[config.mk]
export PLATFORM = sky130hd
export DESIGN_NAME = gli_ram
export DESIGN_NICKNAME = d
export VERILOG_FILES = /design/src/rtl/core/assert_macros.svh /design/src/rtl/core/gli_ram.sv
export SDC_FILE = /design/constraint.sdc
export NUM_CORES = 1
export LEC_CHECK = 0
export BUFFER_PORTS_ARGS = -buffer_cell sky130_fd_sc_hd__buf_2
export CORE_MARGIN = 2
export CORE_UTILIZATION = 60
export DETAILED_ROUTE_END_ITERATION = 10
export GPL_ROUTABILITY_DRIVEN = 0
export GPL_TIMING_DRIVEN = 0
export HOLD_SLACK_MARGIN = 0.02
export PLACE_DENSITY = 0.86
export SLEW_MARGIN = 5
export SYNTH_ARGS = -nofsm -noshare
export SYNTH_HDL_FRONTEND = slang
export SYNTH_SLANG_ARGS = --single-unit
[constraint.sdc]
create_clock -name aclk -period 3 [get_ports aclk]
set_input_delay 0.45 -clock aclk [delete_from_list [all_inputs] [get_ports aclk]]
set_output_delay 0.45 -clock aclk [all_outputs]
set_load 0.05 [all_outputs]
[src/rtl/core/assert_macros.svh]
// assertion macros used by the grid longest increasing path rtl
// no dependencies; concurrent checks are left out of synthesis
`ifndef ASSERT_MACROS_SVH
`define ASSERT_MACROS_SVH
`ifndef SYNTHESIS
`define ASSERT_CLK(lbl, clk, rst_n, prop, msg) \
    lbl: assert property (@(posedge clk) disable iff (!rst_n) (prop)) else $error(msg);
`define ASSERT_NEVER(lbl, clk, rst_n, cond, msg) \
    lbl: assert property (@(posedge clk) disable iff (!rst_n) !(cond)) else $error(msg);
`else
`define ASSERT_CLK(lbl, clk, rst_n, prop, msg)
`define ASSERT_NEVER(lbl, clk, rst_n, cond, msg)
`endif
`endif

[src/rtl/core/gli_ram.sv]
// generic single write port, single read port ram with registered read
// no dependencies
`timescale 1ns / 1ps
`default_nettype none
module gli_ram #(
    parameter int WIDTH = 8,
    parameter int DEPTH = 16
) (
    input  wire logic                                   aclk,
    input  wire logic                                   we,
    input  wire logic [(DEPTH > 1 ? $clog2(DEPTH) : 1)-1:0] waddr,
    input  wire logic [WIDTH-1:0]                       wdata,
    input  wire logic [(DEPTH > 1 ? $clog2(DEPTH) : 1)-1:0] raddr,
    output logic      [WIDTH-1:0]                       rdata
);
    logic [WIDTH-1:0] mem [DEPTH];

    always_ff @(posedge aclk) begin
        if (we) begin
            mem[waddr] <= wdata;
        end
        rdata <= mem[raddr];
    end
endmodule
`default_nettype wire

==> out/results.txt, run 1 <==
For the leakage power, the log shows 2.013 nW. The proportion of synthesized chip area in sequential cells is 0.7778, and the insertion delay of the later-clocked pin in the worst-skew pair is 0.51 ns. In the synthesized netlist the dominant register cell turns out to be edfxtp_1.

The post-synthesis sequential element count is 136. Entering global routing, the biggest net connects 17 pins. The count of final hold-check violations was 0; the average routed wire per standard cell was 25.98 um.

After synthesis, the largest family of logic cells by area is multiplexers. Data on the critical path arrives at its endpoint at 1.82 ns. Summing every instance area after synthesis gives 0.005147 sq mm. In this run the number of H-tree levels came out at 4. The xor-xnor portion of the synthesized cell area works out to 0. For this run, the slowest stage of the critical path takes 0.98 ns.

The clock drives 136 sinks. Count of maximum capacitance violations: 0. The detailed-route via count came out at 2493. TritonCTS built the clock tree. The number of nets in the layout is 290. The flow ran to the end, and the final reports show no timing, DRC or antenna violations. The number of standard cells after synthesis came out at 229. The slowest stage of the critical path belongs to the cell nor3_1. Clock tree synthesis inserted a total of 17 buffers. Number of antenna cells inserted: 0.

The number of warnings printed during yosys synthesis was 0. Across the VDD grid, the largest voltage drop is 423.3 uV. The adder-cell share of the synthesized area is 0. The share of total power consumed by net switching was 0.2119. The post-synthesis share of cell area spent on and, or, nand and nor gates was 0.03184.

The synthesized area per cell was 22.48 sq um; the violation count after the first detailed-route iteration was 318. The count of cells along the worst register-to-register path was 3. The run gives 0.448 as the proportion of power drawn by the clock network.

Fill cells in the final layout number 460. Setup total negative slack on the finished layout was measured at 0 ns. The layer flagged by global routing as most heavily used is met2. The count of buffers added on input and output ports is 24.

Fraction of the cycle the final worst path needs: 0.5667. The critical setup path kind was in -> reg. The critical path goes through buf_2 > nand3b_1 > nor3_1.

The buffer count from post-CTS setup fixing is 0. The floorplan step defined a die boundary enclosing 0.009336 sq mm. Detailed placement finished with a half-perimeter wire length of 6050 um. The register area is 0.004004 sq mm, and the via count of the first global-routing pass is 2532. CTS placed an instance of clkbuf_8 at the clock tree root.

Ranked by total cell area, the synthesized netlist is headed by edfxtp_1 (75%), mux4_2 (7.9%), mux4_1 (7.1%). For this run, the top clock speed supported by timing is 588.2 MHz. The total routed wirelength was 10110 um; the post-cts gate resize count was 0. Dividing total power by cell area gives a power density of 723.2 mW/mm^2. Pin placement for this block handled 26 I/O pins. The initial antenna violation count came out at 0.

The worst setup path is captured at a flip-flop. The worst-margin pin slew was 1.210 ns; the met1 usage in global routing was 0.3222. The fraction of layout instances using a drive strength above 1 was 0.3028. The tools report the critical path startpoint category as an input pin.

Across all register-to-register paths, the minimum setup slack is 1.60 ns. Worst slew slack as a fraction of its limit: 0.1873. The tools report the largest buffer count on any clock path as 2.

From synthesis to final layout, the design area changed by 15.92%. The synthesized-area fraction occupied by ao, oa, aoi and oai cells is 0.02333, and the area of the placeable core is 0.008258 sq mm. The multiplexer share of the synthesized area is 0.1502, and the fraction of met3 tracks used by global routing is 0.07009. The share of synthesized registers carrying an async set or reset is 0.

The global-route met2 utilization was 0.3456; the global-route total usage across every layer was 0.2302. Before antenna repair, the detailed router went through 6 iterations. The number of cells traversed by the worst hold path was 1; the count of nets left with antenna violations after detail routing was 0.

The type of the worst min-delay path is in -> reg. Along the worst path, the maximum fanout reaches 8. The portion of total power attributed to combinational logic was 0.057; the switching power was 0.9142 mW. On the final layout, the worst clock skew is 0.007112 ns. The starting density of the core is 0.6233. The share of the synthesized area in the top cell type came out at 0.7467.

Share of power burned in registers: 0.495. The first global-routing pass estimated 15120 um of wire. Hold-critical path endpoint: mem[2][0]$_DFFE_PP_.

Measured along the y axis, the die boundary spans 96.63 um. The netlist uses 19 different library cells. Setup repair after global routing left no endpoint under its margin. The launch instance of the worst min-delay path is wdata[0]. The tools report the final number of max-transition violations as 0. The start of the worst register-to-register path was mem[1][5]$_DFFE_PP_. The internal power consumption came out at 3.401 mW. For the number of design rule violations left after detail routing, the log shows 0. Yosys mapped a number of flops with a built-in enable equal to 128.

The time the worst path needs with I/O delays and setup works out to 1.700 ns. The run gives 247 as the number of nets in the synthesized netlist. The combined area of the multi-input logic cells came out at 0.001067 sq mm. The floorplan has 33 rows. The cell type contributing the most total cell area after synthesis was edfxtp_1. The tools report the leftover overflow at the end of global routing as 0. The endpoint identified for the worst register-to-register timing path is rdata[5]$_DFF_P_.

The via-per-instance ratio is 6.409, and the overall die width is 96.63 um. The logs give 0.3328 ns for the worst hold slack after final layout and 3.12 ns for the required time at the worst-slack endpoint. The most frequent cell after synthesis is edfxtp_1.

Setup violations remaining at the end of the flow were counted as 0. By count the netlist is led by edfxtp_1 (128), mux4_2 (18), a22oi_1 (16). After clock tree synthesis, the clock-pin slew on the worst setup and hold paths is 0.06 ns. Total of hold buffers inserted after clock tree synthesis: 0.
[sequential cells by signal (all words and copies together) (netlist names)]
name and flops:
mem 128, rdata 8
[power by group through the flow]
stage	combinational, mW	sequential (mW)	clock (mW)
floorplan	0.108	2.22	0
global route	0.259	2.14	2.04
CTS	0.246	2.14	1.94
global placement	0.234	2.17	0
detailed placement	0.243	2.17	0
finish	0.246	2.14	1.93
[critical path: cells and delay by family]
kind / cells / cell delay [ns]
buffers and inverters: 1 / 0.11
and+or+nand+nor: 2 / 1.25
[kinds of logic after synthesis]
| group | after synthesis |
|---|---|
| AND/OR/NAND/NOR | 35 |
| flip-flops | 136 |
| buffers and inverters | 10 |
| AO/OA/AOI/OAI | 16 |
| multiplexers | 32 |
[routing by layer]
metal | wire length, um | vias up
met5 | 0 | -
met4 | 231 | 0
met3 | 897 | 19
met2 | 4962 | 144
met1 | 4015 | 1265
li1 | - | 1065
[through the flow]
| stage | setup WS [ns] | instances | utilization | area [sq um] | power [mW] |
|---|---|---|---|---|---|
| 2_1_floorplan | 1.057 | 229 | - | 5147 | 2.325 |
| 3_3_place_gp | 0.5472 | 358 | 0.6538 | 5399 | 2.404 |
| 3_5_place_dp | 0.4869 | 358 | 0.6538 | 5399 | 2.418 |
| 4_1_cts | 0.9773 | 389 | 0.7214 | 5957 | 4.327 |
| 5_1_grt | 1.181 | 389 | 0.7226 | 5967 | 4.437 |
| 6_report | 1.300 | 389 | 0.7226 | 5967 | 4.315 |
[worst max path at each step]
stage / endpoint / from / depth (start not counted)
2_1_floorplan: mem[0][0]$_DFFE_PP_ / waddr[2] / 2
3_3_place_gp: mem[0][7]$_DFFE_PP_ / waddr[2] / 3
3_5_place_dp: mem[0][7]$_DFFE_PP_ / waddr[2] / 3
4_1_cts: mem[0][6]$_DFFE_PP_ / waddr[2] / 3
5_1_grt: mem[8][6]$_DFFE_PP_ / waddr[2] / 3
6_report: mem[8][5]$_DFFE_PP_ / waddr[2] / 3
[layout make-up]
cell class              count  share of cell area
well taps                 105             0.02202
multi-input cells          83              0.1789
plain buffers              10             0.01447
clock inverters            13             0.02181
clock buffers              18             0.07171
flip-flops and latches    136              0.6710
repair buffers             24             0.02013
[placed cells by master, fill, tap and decap left out, types with 6 or more instances in the layout]
cell type	count
a22oi_1	16
buf_2	27
clkbuf_16	16
clkinv_2	6
dfxtp_1	8
edfxtp_1	128
mux4_1	14
mux4_2	18
nand2_1	9
nor2_1	13
Note: power is estimated with default switching activity, not from simulation.
==> run 2, diff against run 1 <==
==> constraint.sdc (replaced) <==
create_clock -name aclk -period 1.75 [get_ports aclk]
set_input_delay 0.2625 -clock aclk [delete_from_list [all_inputs] [get_ports aclk]]
set_output_delay 0.2625 -clock aclk [all_outputs]
set_load 0.05 [all_outputs]
==> out/results.txt, run 2 (synthesized netlist as in run 1, its figures left out) <==
Setup repair after global routing left no endpoint under its margin. The total routed wirelength came out at 10080 um (was 10110 um). The number of clock sinks seen by CTS was 136 (unchanged). Leading registers by flop count: mem x128, rdata x8 (unchanged). The time the worst path needs with I/O delays and setup is 1.535 ns. The via count of the first global-routing pass is 2429 (was 2532), and the total of buffers placed on input and output ports is 24 (unchanged). The clock root buffer master is clkbuf_8 (unchanged).

Power consumption: 7.323 mW (was 4.315 mW). The logs give 17 (unchanged) for the total CTS buffers and 0 (unchanged) for the total of hold buffers inserted after clock tree synthesis. The number of design rule violations left after detail routing was 0 (unchanged).

The flow ran to the end, and the final reports show no timing, DRC or antenna violations. Average routed wire per standard cell: 25.84 um (was 25.98 um). The maximum vdd drop was 815.4 uV (was 423.3 uV); the number of search-and-repair iterations in the first detailed-routing pass was 5 (was 6). The insertion delay of the later-clocked pin in the worst-skew pair was 0.52 ns (was 0.51 ns).

The fraction of the cycle the final worst path needs is 0.8771. For the leftover overflow at the end of global routing, the log shows 0 (unchanged). Top library cells by usage in the layout, fill and taps aside: edfxtp_1 (128), buf_2 (27), mux4_2 (18) (unchanged).

Most common cell after layout, fill and taps aside: edfxtp_1 (unchanged). The violation count after the first detailed-route iteration is 276 (was 318). The growth of design area from synthesis to finish was 15.51% (was 15.92%).

The number of cells traversed by the worst hold path is 1 (unchanged), and the worst slew slack as a fraction of its limit is 0.1663 (was 0.1873). The tools report the count of maximum capacitance violations as 0 (unchanged). The via-per-instance ratio was 6.315 (was 6.409); the number of instances in the placed design was 358 (unchanged). The register ranked first by flip-flop count is mem (unchanged). The run gives 466 (was 460) as the number of fillers in the final layout. TritonCTS built the clock tree. The biggest fanout along the worst timing path was 8 (unchanged). The total power per unit cell area works out to 1232 mW/mm^2 (was 723.2 mW/mm^2). The category of the worst setup path capture point is a flip-flop (unchanged). The overall die width is 96.63 um (unchanged), and the number of placement rows is 33 (unchanged). The utilization of the core after routing is 0.7200 (was 0.7226).

The type of the worst min-delay path is in -> reg (unchanged). For the number of nets in the layout, the log shows 290 (unchanged). The count of final hold-check violations is 0 (unchanged), and the height of the die is 96.63 um (unchanged). Worst clock skew: 0.007334 ns (was 0.007112 ns). The fraction of layout instances using a drive strength above 1 works out to 0.2737 (was 0.3028). For the required time at the worst-slack endpoint, the log shows 1.88 ns (was 3.12 ns). For this run, the top clock speed supported by timing is 651.5 MHz. The global-route total usage across every layer is 0.2296 (was 0.2302), and the number of H-tree levels is 4 (unchanged). The tools report the largest buffer count on any clock path as 2 (unchanged). The post-place instance area is 0.005404 sq mm (was 0.005399 sq mm), and the flip-flop count of the largest register after layout is 128 (unchanged).

The run gives 0 (unchanged) as the post-cts gate resize count. Critical setup path kind: in -> reg (unchanged). The starting density of the core is 0.6233 (unchanged). The clock transition at the registers of the reported paths came out at 0.06 ns (about the same). The initial antenna violation count was 0 (unchanged). The arrival time of the worst setup path is 1.66 ns (was 1.82 ns). The post-route cell area came out at 0.005946 sq mm (was 0.005967 sq mm). The post-layout instance count excluding filler cells is 390 (was 389), and the detailed placer's ending HPWL is 5916 um (was 6050 um).

The run gives 0 (unchanged) as the count of nets left with antenna violations after detail routing. The count of cells along the worst register-to-register path came out at 3 (unchanged). The leakage power came out at 2.001 nW (was 2.013 nW). For the area of the placeable core, the log shows 0.008258 sq mm (unchanged). The accumulated negative setup slack is 0 ns (unchanged). The final number of max-transition violations is 0 (unchanged). The buffer count from post-CTS setup fixing was 0 (unchanged); the worst-margin pin slew was 1.241 ns (was 1.210 ns). The logs give 2463 (was 2493) for the detailed-route via count and 26 (unchanged) for the number of ports placed on the die boundary. Maximum number of pins on one net before global-route repair: 17 (unchanged). The tools report the critical path startpoint category as an input pin (unchanged). The wire length of the first global-routing pass is 14860 um (was 15120 um). The tools report the number of antenna cells inserted as 0 (unchanged). The logs give 0 (unchanged) for the final setup violation count and 0.009336 sq mm (unchanged) for the die footprint.
[run 2: cell types whose count changed in the layout (fill, tap and decap cells not counted), sizes merged]
cell,delta
clkbuf,+11
clkinv,-6
clkinvlp,-2
bufinv,-1
inv,-1
[run 2: final cells by class]
type | count | area [sq um] | area share
sequential | 136 | 4004 | 0.6734
buffer | 10 | 86.33 | 0.01452
clock inverter | 3 | 42.54 | 0.007155
multi-input combinational | 83 | 1062 | 0.1787
clock buffer | 29 | 499.2 | 0.08396
tap | 105 | 131.4 | 0.02210
timing repair buffer | 24 | 120.1 | 0.02020
[run 2: power breakdown]
group	switching, mW	total, mW	internal [mW]
Clock	1.20	3.24	2.03
Sequential	0.0196	3.66	3.64
Combinational	0.277	0.422	0.145
Total	1.50	7.32	5.82
[run 2: critical path, stage by stage]
cell	delay, ns
buf_2	0.12
nand3b_1	0.28
nor3_1	1.00
[run 2: path summary, 6_finish.rpt]
check                        from             endpoint  slack (ns)
max reg2reg   mem[5][7]$_DFFE_PP_     rdata[7]$_DFF_P_        0.34
max                      waddr[2]  mem[8][7]$_DFFE_PP_        0.22
min                      wdata[6]  mem[5][6]$_DFFE_PP_        0.14
min reg2reg  mem[11][1]$_DFFE_PP_     rdata[1]$_DFF_P_        0.69
[run 2: per-layer routing]
layer / share of wire / track usage / up-vias
li1: - / - / 1058
met1: 0.39 / 0.3084 / 1234
met2: 0.50 / 0.3665 / 151
met3: 0.087 / 0.05130 / 20
met4: 0.020 / 0.1051 / 0
met5: 0 / 0 / -
[run 2: metrics by stage]
| stage | setup WS [ns] | hold WS [ns] |
|---|---|---|
| 2_1_floorplan | 0.2214 | 0.3614 |
| 6_report | 0.2150 | 0.1391 |
| 3_5_place_dp | -0.2522 | 0.6671 |
| 5_1_grt | 0.1250 | 0.1469 |
| 4_1_cts | 0.2276 | 0.1271 |
| 3_3_place_gp | -0.2384 | 0.6511 |
==> run 3, diff against run 2 <==
--- a/config.mk
+++ b/config.mk
@@ -12,7 +12,7 @@
 export GPL_ROUTABILITY_DRIVEN = 0
 export GPL_TIMING_DRIVEN = 0
 export HOLD_SLACK_MARGIN = 0.02
-export PLACE_DENSITY = 0.86
+export PLACE_DENSITY = 0.78
 export SLEW_MARGIN = 5
 export SYNTH_ARGS = -nofsm -noshare
 export SYNTH_HDL_FRONTEND = slang
==> out/results.txt, run 3 (synthesized netlist as in run 1, its figures left out) <==
The average routed wire per standard cell came out at 25.13 um (was 25.84 um). The delay of the slowest critical-path stage was 0.53 ns (was 1.00 ns). The flip-flop count of the largest register after layout is 128 (unchanged), and the number of fillers in the final layout is 472 (was 466). The critical setup path kind is reg -> reg (was in -> reg).

For the power consumption, the log shows 7.452 mW (was 7.323 mW). The clock root buffer master was clkbuf_8 (unchanged). The fraction of layout instances using a drive strength above 1 is 0.2842 (was 0.2737), and the area of the placeable core is 0.008258 sq mm (unchanged). The total of buffers placed on input and output ports is 24 (unchanged), and the total power per unit cell area is 1249 mW/mm^2 (was 1232 mW/mm^2). Number of instances in the placed design: 358 (unchanged).

The count of maximum capacitance violations is 0 (unchanged). The flow ran to the end, and the final reports show no timing, DRC or antenna violations. For the final number of max-transition violations, the log shows 0 (unchanged). The count of nets left with antenna violations after detail routing is 0 (unchanged).

The arrival time of the worst setup path is 1.85 ns (was 1.66 ns). TritonCTS built the clock tree. The detailed-route via count was 2490 (was 2463). Cell family with the largest share of critical-path delay: multiplexers (was simple AND/OR/NAND/NOR gates). The tools report the global-route total usage across every layer as 0.2235 (was 0.2296). For the number of clock sinks seen by CTS, the log shows 136 (unchanged). The run gives 0 (unchanged) as the number of design rule violations left after detail routing.

The fraction of the cycle the final worst path needs came out at 0.8442 (was 0.8771). The time the worst path needs with I/O delays and setup came out at 1.477 ns (was 1.535 ns). The category of the worst setup path capture point is a flip-flop (unchanged). The required time at the worst-slack endpoint is 2.12 ns (was 1.88 ns). The cell with the largest stage delay on the worst path was mux4_1 (was nor3_1). The logs give 5 (unchanged) for the number of search-and-repair iterations in the first detailed-routing pass and 17 (unchanged) for the maximum number of pins on one net before global-route repair. Total CTS buffers: 17 (unchanged). The logs give 693.5 uV (was 815.4 uV) for the maximum vdd drop and 0.001067 sq mm (was 0.001062 sq mm) for the combined area of the multi-input logic cells.

Leading registers by flop count: mem x128, rdata x8 (unchanged). For the wire length of the first global-routing pass, the log shows 14750 um (was 14860 um). Type of the worst min-delay path: in -> reg (unchanged). For the total of hold buffers inserted after clock tree synthesis, the log shows 0 (unchanged). The run gives 0.1174 (was 0.1663) as the worst slew slack as a fraction of its limit.

For the number of placement rows, the log shows 33 (unchanged). For the die footprint, the log shows 0.009336 sq mm (unchanged). The critical path startpoint category was a flip-flop (was an input pin). The register area was 0.004004 sq mm (unchanged). The worst-margin pin slew is 1.314 ns (was 1.241 ns). Clock transition at the registers of the reported paths: 0.06 ns (about the same). The count of final hold-check violations came out at 0 (unchanged). The run gives 0 (unchanged) as the post-cts gate resize count.

Setup repair after global routing left no endpoint under its margin. Top library cells by usage in the layout, fill and taps aside: edfxtp_1 (128), buf_2 (27), mux4_2 (18) (unchanged). Leakage power: 2.015 nW (was 2.001 nW). The run gives 0 (unchanged) as the final setup violation count. For the buffer count from post-CTS setup fixing, the log shows 0 (unchanged). Register ranked first by flip-flop count: mem (unchanged). The highest clock rate came out at 676.9 MHz (was 651.5 MHz).

The largest buffer count on any clock path was 2 (unchanged); the insertion delay of the later-clocked pin in the worst-skew pair was 0.51 ns (was 0.52 ns). The number of ports placed on the die boundary is 26 (unchanged). The via-per-instance ratio is 6.385 (was 6.315). Most common cell after layout, fill and taps aside: edfxtp_1 (unchanged). The biggest fanout along the worst timing path works out to 1 (was 8).

Starting density of the core: 0.6233 (unchanged). The height of the die was 96.63 um (unchanged). The number of buffers and inverters on the critical path is 0 (was 1).

The tools report the number of nets in the layout as 290 (unchanged). The logs give 0 (unchanged) for the leftover overflow at the end of global routing and 0.006185 ns (was 0.007334 ns) for the worst clock skew. The growth of design area from synthesis to finish came out at 15.95% (was 15.51%). The run gives 0 (unchanged) as the initial antenna violation count.

For the via count of the first global-routing pass, the log shows 2453 (was 2429). The number of H-tree levels is 4 (unchanged). The post-layout instance count excluding filler cells was 390 (unchanged). The violation count after the first detailed-route iteration was 328 (was 276); the detailed placer's ending HPWL was 5820 um (was 5916 um). The tools report the number of antenna cells inserted as 0 (unchanged). Overall die width: 96.63 um (unchanged). The total routed wirelength was 9801 um (was 10080 um). CP Cell Sequence: mux4_1 > a22oi_1 > nand2_1 (was buf_2 > nand3b_1 > nor3_1).
-- run 3: cell types whose count changed in the layout (fill, tap and decap cells not counted), sizes merged --
cell,before,now
clkinv,1,7
bufinv,1,3
clkbuf,29,21
-- run 3: cell type report --
type	instances	share of cell area
tap	105	0.02201
clock buffer	21	0.07191
multi-input combinational	83	0.1788
buffer	10	0.01447
clock inverter	11	0.02180
timing repair buffer	24	0.02013
sequential	136	0.6709
-- run 3: final timing paths --
path	to	cells past startpoint	startpoint	slack, ns
worst min register to register	rdata[2]$_DFF_P_	3	mem[8][2]$_DFFE_PP_	0.68
worst max register to register	rdata[4]$_DFF_P_	3	mem[9][4]$_DFFE_PP_	0.27
worst min-delay path	mem[7][4]$_DFFE_PP_	1	wdata[4]	0.16
worst max-delay path	rdata[4]$_DFF_P_	3	mem[9][4]$_DFFE_PP_	0.27
-- run 3: report_power, final --
part | total (mW) | switching (mW) | internal (mW)
combinational | 0.419 | 0.274 | 0.145
sequential | 3.66 | 0.0183 | 3.64
clock | 3.37 | 1.23 | 2.14
total | 7.45 | 1.52 | 5.93
-- run 3: through the flow --
stage,setup TNS (ns),hold WS (ns),cell area (sq um),util,setup slack (ns)
4_1_cts,0,0.1404,5963,0.7221,0.2129
3_3_place_gp,-9.833,0.6577,5404,0.6544,-0.2715
5_1_grt,0,0.1532,5968,0.7227,0.2291
3_5_place_dp,-10.47,0.6674,5404,0.6544,-0.2574
2_1_floorplan,0,0.3614,5152,-,0.2214
6_report,0,0.1593,5968,0.7227,0.2726
-- run 3: worst register-to-register path: stages (launching register included) --
cell	delay (ns)
edfxtp_1	0.37
mux4_1	0.53
a22oi_1	0.32
nand2_1	0.12
-- run 3: layer usage --
metal / global-route usage / vias up / share of wire
met5: 0 / - / 0
met4: 0.07909 / 0 / 0.013
met3: 0.06069 / 12 / 0.084
met2: 0.3296 / 159 / 0.48
met1: 0.3300 / 1257 / 0.42
li1: - / 1062 / -
